--- src/sv/cst_pkg.sv ---
// ----------------------------------------------------------------------------
// cst_pkg
// Shared types, codes and defaults for the counting semaphore table.
// ----------------------------------------------------------------------------
package cst_pkg;

  localparam int NUM_SEMS_DEF   = 16;
  localparam int COUNT_BITS_DEF = 16;

  // opcodes
  localparam logic [2:0] OP_OPEN  = 3'd0;
  localparam logic [2:0] OP_CLOSE = 3'd1;
  localparam logic [2:0] OP_UP    = 3'd2;
  localparam logic [2:0] OP_DOWN  = 3'd3;
  localparam logic [2:0] OP_ALLOC = 3'd4;

  // status codes
  localparam logic [2:0] ST_OK        = 3'd0;
  localparam logic [2:0] ST_RANGE     = 3'd1;
  localparam logic [2:0] ST_CLOSED    = 3'd2;
  localparam logic [2:0] ST_BLOCK     = 3'd3;
  localparam logic [2:0] ST_NONE_FREE = 3'd4;

  typedef struct packed {
    logic [2:0]  opcode;
    logic [5:0]  sem_index;
    logic [15:0] start_value;
  } in_item_t;

  typedef struct packed {
    logic [2:0]  status;
    logic [5:0]  granted_index;
    logic        wake;
    logic [15:0] count_after;
  } out_item_t;

  // controller -> datapath
  typedef struct packed {
    logic accept;  // latch request, launch entry read
    logic commit;  // apply update, load result register
  } cst_cmd_t;

  // datapath -> controller
  typedef struct packed {
    logic out_free;  // result register can take a new item this cycle
  } cst_stat_t;

endpackage

--- src/sv/cst_ctrl.sv ---
// ----------------------------------------------------------------------------
// cst_ctrl
// Two-state sequencer: accept a request, then execute and commit it.
// ----------------------------------------------------------------------------
module cst_ctrl
  import cst_pkg::*;
(
  input  logic      clk,
  input  logic      rst_n,
  input  logic      in_valid,
  output logic      in_stall,
  input  cst_stat_t stat,
  output cst_cmd_t  cmd
);

  typedef enum logic [1:0] {
    S_IDLE = 2'b01,
    S_EXEC = 2'b10
  } state_t;

  state_t state_r, state_nxt;

  always_comb begin
    state_nxt  = state_r;
    cmd.accept = 1'b0;
    cmd.commit = 1'b0;
    in_stall   = 1'b1;
    unique case (state_r)
      S_IDLE: begin
        in_stall   = 1'b0;
        cmd.accept = in_valid;
        if (in_valid) state_nxt = S_EXEC;
      end
      S_EXEC: begin
        // hold here while an earlier result is still stalled
        cmd.commit = stat.out_free;
        if (stat.out_free) state_nxt = S_IDLE;
      end
      default: state_nxt = S_IDLE;
    endcase
  end

  always_ff @(posedge clk) begin
    if (!rst_n) state_r <= S_IDLE;
    else        state_r <= state_nxt;
  end

endmodule

--- src/sv/cst_dp.sv ---
// ----------------------------------------------------------------------------
// cst_dp
// Count memory, open and written flags, free-entry encoder, result register.
// ----------------------------------------------------------------------------
module cst_dp
  import cst_pkg::*;
#(
  parameter int NUM_SEMS   = NUM_SEMS_DEF,
  parameter int COUNT_BITS = COUNT_BITS_DEF
) (
  input  logic      clk,
  input  logic      rst_n,
  input  in_item_t  in_data,
  input  cst_cmd_t  cmd,
  output cst_stat_t stat,
  output logic      out_valid,
  input  logic      out_stall,
  output out_item_t out_data
);

  localparam int IDX_W = (NUM_SEMS > 1) ? $clog2(NUM_SEMS) : 1;
  localparam logic [COUNT_BITS-1:0] CNT_MAX = '1;
  localparam logic [6:0] NUM_SEMS_V = 7'(NUM_SEMS);

  logic [COUNT_BITS-1:0] mem [NUM_SEMS];
  logic [COUNT_BITS-1:0] rd_data_r;
  logic [NUM_SEMS-1:0]   open_r, written_r;
  logic [IDX_W-1:0]      free_idx_r, free_idx_nxt;
  logic                  any_free_r, any_free_nxt;
  in_item_t              req_r;
  logic [IDX_W-1:0]      addr_r;
  logic                  out_valid_r;
  out_item_t             out_data_r, res;

  logic                  in_range;
  logic [IDX_W-1:0]      rd_addr;

  assign in_range = {1'b0, in_data.sem_index} < NUM_SEMS_V;
  assign rd_addr  = in_range ? in_data.sem_index[IDX_W-1:0] : '0;

  // lowest closed entry, registered
  always_comb begin
    free_idx_nxt = '0;
    any_free_nxt = 1'b0;
    for (int i = NUM_SEMS - 1; i >= 0; i--) begin
      if (!open_r[i]) begin
        free_idx_nxt = IDX_W'(i);
        any_free_nxt = 1'b1;
      end
    end
  end

  always_ff @(posedge clk) begin
    free_idx_r <= free_idx_nxt;
    any_free_r <= any_free_nxt;
  end

  // request latch and registered entry read
  always_ff @(posedge clk) begin
    if (cmd.accept) begin
      req_r     <= in_data;
      addr_r    <= rd_addr;
      rd_data_r <= mem[rd_addr];
    end
  end

  // execute
  logic [COUNT_BITS-1:0] cur, wdata;
  logic [IDX_W-1:0]      waddr;
  logic                  we, set_open, clr_open, req_range;
  logic [31:0]           start_w, max_w, cnt_w;
  logic [COUNT_BITS-1:0] start_c;

  always_comb begin
    cur       = written_r[addr_r] ? rd_data_r : '0;
    start_w   = 32'(req_r.start_value);
    max_w     = 32'(CNT_MAX);
    start_c   = (start_w > max_w) ? CNT_MAX : start_w[COUNT_BITS-1:0];
    req_range = {1'b0, req_r.sem_index} < NUM_SEMS_V;
    we        = 1'b0;
    set_open  = 1'b0;
    clr_open  = 1'b0;
    waddr     = addr_r;
    wdata     = start_c;
    cnt_w     = '0;
    res       = '0;
    res.status = ST_OK;
    if (req_r.opcode == OP_ALLOC) begin
      if (any_free_r) begin
        waddr             = free_idx_r;
        we                = 1'b1;
        set_open          = 1'b1;
        res.granted_index = 6'(free_idx_r);
        cnt_w             = 32'(start_c);
      end else begin
        res.status = ST_NONE_FREE;
      end
    end else if (!req_range) begin
      res.status = ST_RANGE;
    end else begin
      unique case (req_r.opcode)
        OP_OPEN: begin
          we       = 1'b1;
          set_open = 1'b1;
          cnt_w    = 32'(start_c);
        end
        OP_CLOSE: begin
          clr_open = 1'b1;
          cnt_w    = 32'(cur);
        end
        OP_UP: begin
          if (!open_r[addr_r]) begin
            res.status = ST_CLOSED;
            cnt_w      = 32'(cur);
          end else begin
            res.wake = (cur == '0);
            wdata    = (cur == CNT_MAX) ? cur : cur + COUNT_BITS'(1);
            we       = 1'b1;
            cnt_w    = 32'(wdata);
          end
        end
        OP_DOWN: begin
          if (!open_r[addr_r]) begin
            res.status = ST_CLOSED;
            cnt_w      = 32'(cur);
          end else if (cur == '0) begin
            res.status = ST_BLOCK;
          end else begin
            wdata = cur - COUNT_BITS'(1);
            we    = 1'b1;
            cnt_w = 32'(wdata);
          end
        end
        default: res.status = ST_RANGE;  // undefined opcodes
      endcase
    end
    res.count_after = cnt_w[15:0];
  end

  always_ff @(posedge clk) begin
    if (cmd.commit && we) mem[waddr] <= wdata;
  end

  always_ff @(posedge clk) begin
    if (!rst_n) begin
      open_r    <= '0;
      written_r <= '0;
    end else if (cmd.commit) begin
      if (we)       written_r[waddr] <= 1'b1;
      if (set_open) open_r[waddr]    <= 1'b1;
      if (clr_open) open_r[waddr]    <= 1'b0;
    end
  end

  // result register
  assign stat.out_free = !out_valid_r || !out_stall;

  always_ff @(posedge clk) begin
    if (!rst_n) begin
      out_valid_r <= 1'b0;
    end else if (cmd.commit) begin
      out_valid_r <= 1'b1;
    end else if (!out_stall) begin
      out_valid_r <= 1'b0;
    end
  end

  always_ff @(posedge clk) begin
    if (cmd.commit) out_data_r <= res;
  end

  assign out_valid = out_valid_r;
  assign out_data  = out_data_r;

endmodule

--- src/sv/counting_semaphore_table.sv ---
// ----------------------------------------------------------------------------
// counting_semaphore_table
// Bank of counting semaphores: open, close, up, down and allocate-lowest-free.
// ----------------------------------------------------------------------------
//   channel  direction  handshake           payload
//   in_      input      in_valid/in_stall   in_item_t  (opcode, index, start)
//   out_     output     out_valid/out_stall out_item_t (status, grant, wake, count)
//
// Each item is accepted in S_IDLE, launching the registered read of the addressed
// count; S_EXEC, once the result register has room, computes the update, writes
// it back and loads the result register. One item is worked at a time.
// Reset (rst_n low, synchronous) clears all open and written flags; counts of
// never-written entries read as zero, so no clearing pass is needed.
// A stalled result holds the execute step; a new item may still be accepted
// while the previous result waits to be taken.
// ----------------------------------------------------------------------------
module counting_semaphore_table
  import cst_pkg::*;
#(
  parameter int NUM_SEMS   = NUM_SEMS_DEF,   // 1..64 entries
  parameter int COUNT_BITS = COUNT_BITS_DEF  // 1..32 count width
) (
  input  logic      clk,
  input  logic      rst_n,
  input  logic      in_valid,
  output logic      in_stall,
  input  in_item_t  in_data,
  output logic      out_valid,
  input  logic      out_stall,
  output out_item_t out_data
);

  cst_cmd_t  cmd;   // accept / commit strobes
  cst_stat_t stat;  // result register has room

  // sequencer
  cst_ctrl u_ctrl (
    .clk      (clk),
    .rst_n    (rst_n),
    .in_valid (in_valid),
    .in_stall (in_stall),
    .stat     (stat),
    .cmd      (cmd)
  );

  // counts, flags, free-entry encoder and result register
  cst_dp #(
    .NUM_SEMS   (NUM_SEMS),
    .COUNT_BITS (COUNT_BITS)
  ) u_dp (
    .clk       (clk),
    .rst_n     (rst_n),
    .in_data   (in_data),
    .cmd       (cmd),
    .stat      (stat),
    .out_valid (out_valid),
    .out_stall (out_stall),
    .out_data  (out_data)
  );

endmodule

--- config.mk ---
export PLATFORM = sky130hd
export DESIGN_NAME = counting_semaphore_table
export DESIGN_NICKNAME = d
export VERILOG_FILES = /design/src/sv/cst_pkg.sv /design/src/sv/cst_ctrl.sv /design/src/sv/cst_dp.sv /design/src/sv/counting_semaphore_table.sv
export SDC_FILE = /design/constraint.sdc
export NUM_CORES = 1
export LEC_CHECK = 0
export BUFFER_PORTS_ARGS = -buffer_cell sky130_fd_sc_hd__buf_2
export CORE_MARGIN = 8
export CORE_UTILIZATION = 58
export CTS_BUF_LIST = sky130_fd_sc_hd__clkbuf_4 sky130_fd_sc_hd__clkbuf_8
export DETAILED_ROUTE_END_ITERATION = 6
export PLACE_DENSITY = 0.8
export SLEW_MARGIN = 25
export SYNTH_ARGS = -nofsm -noshare
export SYNTH_HDL_FRONTEND = slang
export SYNTH_HIERARCHICAL = 1
export SYNTH_SLANG_ARGS = --single-unit
--- constraint.sdc ---
create_clock -name clk -period 3.9 [get_ports clk]
set_input_delay 0.585 -clock clk [delete_from_list [all_inputs] [get_ports clk]]
set_output_delay 0.585 -clock clk [all_outputs]
set_load 0.01 [all_outputs]
### Word-level counts from Yosys, hierarchy flattened

Memories as Yosys holds them, arrays and structs flattened. A register that Yosys moved wholly into a read port is not among the register bits.
Index checks and enable logic that the tools add are counted.

| cells by class | value |
|---|---|
| mux-type cells | 74 |
| reductions and logical operators | 16 |
| equal/unequal tests | 10 |
| magnitude comparators | 5 |
| bitwise operators | 7 |
| add/sub/neg operators | 2 |

Operators with widths:

| operator | number |
|---|---|
| 16-bit two-way mux | 17 |
| 16-bit case mux with 4 select lines | 1 |
| 4-bit two-way mux | 11 |
| 16-bit OR | 2 |
| 16-bit case mux with 2 select lines | 1 |
| 1-bit two-way mux | 24 |
| 3-bit two-way mux | 8 |
| 16-bit by 1-bit adder with 16-bit output, second input constant | 1 |
| 16-bit bitwise AND | 1 |
| 16-bit == test, second input constant | 1 |
| 16-bit zero test | 1 |
| 16-bit inverter | 1 |
| 16-bit by 1-bit subtractor with 16-bit output, second input constant | 1 |
| 15-bit AND reduction | 1 |
| 6-bit by 5-bit less-than comparator with 1-bit output, second input constant | 2 |
| 2-bit two-way mux | 6 |
| 4-bit by 5-bit less-than comparator with 1-bit output, second input constant | 2 |
| 3-bit case mux with 3 select lines | 1 |
| 1-bit binary-select mux with 4-bit select | 2 |
| 2-bit AND reduction | 4 |
| 8-bit AND reduction | 1 |
| 3-bit by 2-bit == test with 1-bit output, second input constant | 2 |
| 1-bit demux with 4-bit select | 1 |
| 4-bit by 1-bit greater-or-equal comparator with 1-bit output, second input constant | 1 |
| 16 further kinds | 21 |

| storage, ports and cells | value |
|---|---|
| memories | 1 |
| input bits | 29 |
| word-level logic and storage cells | 133 |
| output and inout port bits | 28 |
| bits in writable memories | 256 |
| flip-flop bits (word level) | 95 |

Memories:

| name | words | bits a word | read ports | clocked after Yosys merged registers in | wr ports | line | RTL |
|---|---|---|---|---|---|---|---|
| u_dp.mem | 16 | 16 | 1 | 1 | 1 | cst_dp.sv:25 | `logic [COUNT_BITS-1:0] mem [NUM_SEMS];` |

### Longest topological paths before layout

| depth | value |
|---|---|
| depth after elaboration | 15 |
| gate-level depth with buffers | 17 |
| gate-level depth less buffers | 13 |

### Cells and area by module

Netlist, hierarchy kept.

Modules (own cells, without submodules):

| module | instances | cells each | area an instance (µm²) |
|---|---|---|---|
| cst_dp | 1 | 1179 | 15607.5 |
| cst_ctrl | 1 | 9 | 87.6 |

### Least setup slack after synthesis

Ideal clock, no wire load.

| path | value |
|---|---|
| path kind | register to register |
| start | register u_dp.addr_r[2] |
| end | memory u_dp/mem[0][0] (netlist bit), data pin |
| path slack | -0.190 ns |
| data arrival time | 3.800 ns |
| data required time | 3.611 ns |
| cell stages (with the launch flop) | 18 |
| path buffers | 4 |
| path through | edfxtp_1 > buf_2 > mux4_2 > mux2i_1 > mux2i_1 > buf_2 > buf_1 > nand2_1 > inv_1 > ha_1 > nand2_1 > nor3_1 > and2_0 > clkbuf_1 > nand2_1 > a21oi_1 > nor2_1 > o2bb2ai_1 |

| on the way | value |
|---|---|
| longest elaborated chain between the ends | 9 |
| elaborated cells on any way between the ends | 16 |
| those cells by class | add/sub: 2; eq/ne: 1; mux: 12; reduce/logical: 1 |

RTL lines:

| element | line | RTL |
|---|---|---|
| start: declaration | cst_dp.sv:31 | `logic [IDX_W-1:0] addr_r;` |
| start signal: assignment | cst_dp.sv:62 | `addr_r <= rd_addr;` |
| 1-bit binary-select mux with 4-bit select | cst_dp.sv:75 | `cur = written_r[addr_r] ? rd_data_r : '0;` |
| 1-bit two-way mux (not written as such) | cst_dp.sv:75 |  |
| 16-bit two-way mux | cst_dp.sv:75 |  |
| 16-bit by 1-bit subtractor with 16-bit output, or another cell as far along | cst_dp.sv:129 | `wdata = cur - COUNT_BITS'(1);` |
| 16-bit two-way mux (on tied branches) | cst_dp.sv:126, cst_dp.sv:117 |  |
| 16-bit two-way mux (on tied branches) | cst_dp.sv:123, cst_dp.sv:112 |  |
| 16-bit case mux with 2 select lines (*) | cst_dp.sv:101 | `unique case (req_r.opcode)` |
| 16-bit two-way mux (*) | cst_dp.sv:98 | `end else if (!req_range) begin` |
| 16-bit two-way mux (*) | cst_dp.sv:88 | `if (req_r.opcode == OP_ALLOC) begin` |
| net u_dp.wdata[0] | cst_dp.sv:68 | `logic [COUNT_BITS-1:0] cur, wdata;` |
| end: declaration | cst_dp.sv:25 |  |

The timed path passes the listed nets; every way through them passes the cells marked *. The select of a mux whose other input is x is not followed.

### Worst setup path in the final report

| path | value |
|---|---|
| start | register u_dp.addr_r[2] |
| end | memory u_dp/mem[6][9] (netlist bit), data pin |

Same word-level chain as after synthesis.

==> results by group <==
Global routing
  – Vias in the first global route: 10,800
  – GRT Resource Usage Total: 0.254
  – Gr ovfl total: 0
  – First-pass GRT wire length: 63,900 µm
  – Largest net degree at the start of global routing: 67
  – Initial antenna violation count: 0

Yosys
  – Yosys reg bits: 361
  – Synthesis Warnings: 6
  – Sequential share of the synthesized area: 0.665
  – Avg Cell Area, Syn: 13.2 µm²
  – Ys flop type: edfxtp_1
  – Cells after Synth: 1,188
  – Number of flops mapped to enable cells by yosys: 321
  – Post-synthesis async set-or-reset flop share: 0
  – Syn Std Cell Area: 15,700 µm²
  – Yosys cell types: 67

Worst setup path
  – Crit. End Element: flop
  – WP data arrival: 4.00 ns
  – Reg2Reg Depth: 14
  – Crit Path Category: reg -> reg
  – Crit path launch type: flop
  – CP required: 4.22 ns
  – Worst-path maximum fanout: 16

STA
  – Final Hold Viols: 0
  – Normalized max-slew margin: 0.385
  – PnR worst setup slack: 0.226 ns
  – Crit share post-route: 0.942
  – Hold slack: 0.171 ns
  – Slew Limit Fails: 0
  – Final Critical Period: 3.67 ns
  – Setup Skew: 0.0351 ns
  – Worst-margin pin slew: 0.919 ns
  – Achievable clock frequency: 272 MHz
  – Final setup violation count: 0

Routing
  – DR vias/cell: 6.66
  – Drt total wl: 42,700 µm
  – WL/cell: 25.6 µm
  – DRT iter0 DRCs: 1,366
  – Via count: 11,100
  – Drt pass-1 iters: 6
  – Residual DRC: 0
  – Final ANT Viol Nets: 0

Final layout
  – Fin util: 0.680
  – Commonest non-fill, non-tap cell in the layout: edfxtp_1
  – Non-filler instance count after layout: 1,669
  – Share of cells above drive strength 1: 0.226
  – # nets final: 1,312
  – Layout Area Growth over Synthesis: 16.1%
  – Ant diodes: 0
  – Commonest non-fill, non-tap cells in the layout: edfxtp_1 (321), nand2_1 (77), clkbuf_8 (64), o21ai_0 (64), buf_2 (54)

Pwr
  – Logic gate share of total power: 0.063
  – Power per cell area: 448 nW/µm²
  – Static Leak: 0.00582 µW
  – Peak VDD IR: 0.312 mV
  – PnR Total Power: 8170 µW
  – Flop pwr share: 0.531
  – NetSw: 1840 µW
  – Clk network pwr share: 0.406
  – Internal: 6330 µW
  – Sw Ratio: 0.226

Hold path
  – Worst Hold Path Cells: 1
  – Worst hold path type: in -> reg

Placement
  – Pre-CTS WS: -0.0674 ns
  – DP Cell Count: 1,561
  – DP HPWL: 26,800 µm
  – Port Buf Inserts: 54
  – GPL Wtd Cong: 1.03

Die
  – Io pins: 57
  – FP Rows: 60
  – Die Span X: 181 µm
  – Core ar.: 26,800 µm²
  – Die span in y: 181 µm
  – Die area: 32,600 µm²
  – Starting density of the core: 0.586

Clocking
  – CTS tree: yes
  – H-tree depth: 2
  – Root Driver: clkbuf_8
  – Total CTS buffers: 56
  – Clk buf depth: 3
  – Clock sinks: 361
  – Clock Latency Late Sink: 0.60 ns
  – Hold Buf Count CTS: 0
  – Clk slew on worst S/H paths: 0.06 ns

Job
  – Max Cap Violations: 0

Status
  – Status: finished, final reports clean
[routing by layer]
layer | wire, µm | GRT usage | up-vias
met5 | 0 | 0 | -
met4 | 1180 | 0.0916 | 0
met3 | 4200 | 0.0488 | 97
met2 | 19900 | 0.399 | 636
met1 | 17500 | 0.350 | 5480
li1 | - | - | 4910
[layout make-up]
class / count / area [µm²]
inverter: 15 / 56.3
sequential: 361 / 10400
clock inverter: 23 / 193
tap: 341 / 427
multi-input combinational: 720 / 4980
timing repair buffer: 127 / 1110
clock buffer: 82 / 1020
fill: 1818 / 8580
[Yosys cell counts (all sizes together), types with 12 or more instances]
cell type  instances  share of area
edfxtp           321           0.61
nand2             84          0.020
nor2              70          0.017
clkbuf            68          0.016
o21ai             67          0.021
mux2i             54          0.034
o221ai            53          0.030
a211oi            51          0.024
a21oi             48          0.015
dfxtp             40          0.051
buf               25         0.0084
o21a              24          0.012
nor3              23         0.0073
o211ai            22          0.011
nor2b             21         0.0084
nand3             20         0.0064
o22ai             19         0.0076
o221a             17          0.012
inv               15         0.0036
o31ai             12         0.0057
[logic make-up (layout without fill, tap and decap cells)]
family	Yosys count	after routing	share of synthesized area
AO/OA/AOI/OAI	366	366	0.166
XOR/XNOR	12	12	0.00670
adder cells (fa/ha/maj)	2	2	0.00159
buffers and inverters	108	247	0.0284
flip-flops	361	361	0.665
multiplexers	65	65	0.0488
other	1	2	0.000239
AND/OR/NAND/NOR	273	273	0.0830
[per-stage QoR]
stage / area (µm²) / setup TNS, ns
3_5_place_dp: 16900 / -1.33
3_3_place_gp: 16900 / 0
5_1_grt: 18200 / -0.257
6_report: 18200 / 0
2_1_floorplan: 15700 / 0
4_1_cts: 18100 / 0
[state kept, by name, summed over array words and instances, names as in the netlist]
register	flops
u_ctrl/state_r	2
u_dp/addr_r	4
u_dp/any_free_r	1
u_dp/free_idx_r	4
u_dp/mem	256
u_dp/open_r	16
u_dp/out_data	24
u_dp/out_valid	1
u_dp/rd_data_r	16
u_dp/req_r	5
u_dp/start_c	16
u_dp/written_r	16
[path summary, 6_finish.rpt]
kind / start / to / slack, ns
setup / recovery: u_dp/addr_r[2]$_DFFE_PP_ / u_dp/mem[6][9]$_DFFE_PP_ / 0.23
hold / removal: in_data[11] / u_dp/start_c[11]$_DFFE_PP_ / 0.17
setup reg to reg: u_dp/addr_r[2]$_DFFE_PP_ / u_dp/mem[6][9]$_DFFE_PP_ / 0.23
hold reg to reg: u_dp/written_r[6]$_SDFFE_PN0P_ / u_dp/written_r[6]$_SDFFE_PN0P_ / 0.47
[timing repair]
item	in CTS	in global routing
pin swaps	0	6
setup endpoints to repair	48	209
setup buffers	0	3
resized for setup	3	21
[power by group through the flow]
stage / Sequential, µW / Clock [µW] / Combinational [µW]
6_report: 4340 / 3320 / 512
5_1_grt: 4340 / 3530 / 545
4_1_cts: 4330 / 3370 / 481
3_5_place_dp: 4410 / 0 / 477
3_3_place_gp: 4410 / 0 / 466
2_1_floorplan: 4370 / 0 / 323
[critical path: stages, from the launching register on]
cell	delay, ns
edfxtp_1	0.50
mux4_2	0.56
mux2i_2	0.21
mux2i_2	0.14
nand2_1	0.13
inv_1	0.06
ha_1	0.22
nand2_2	0.12
nor3_2	0.09
buf_4	0.14
a211o_1	0.30
mux2i_1	0.13
o31ai_1	0.30
nand2_1	0.14
a22o_4	0.33
Power figures use the tool's default switching activity.
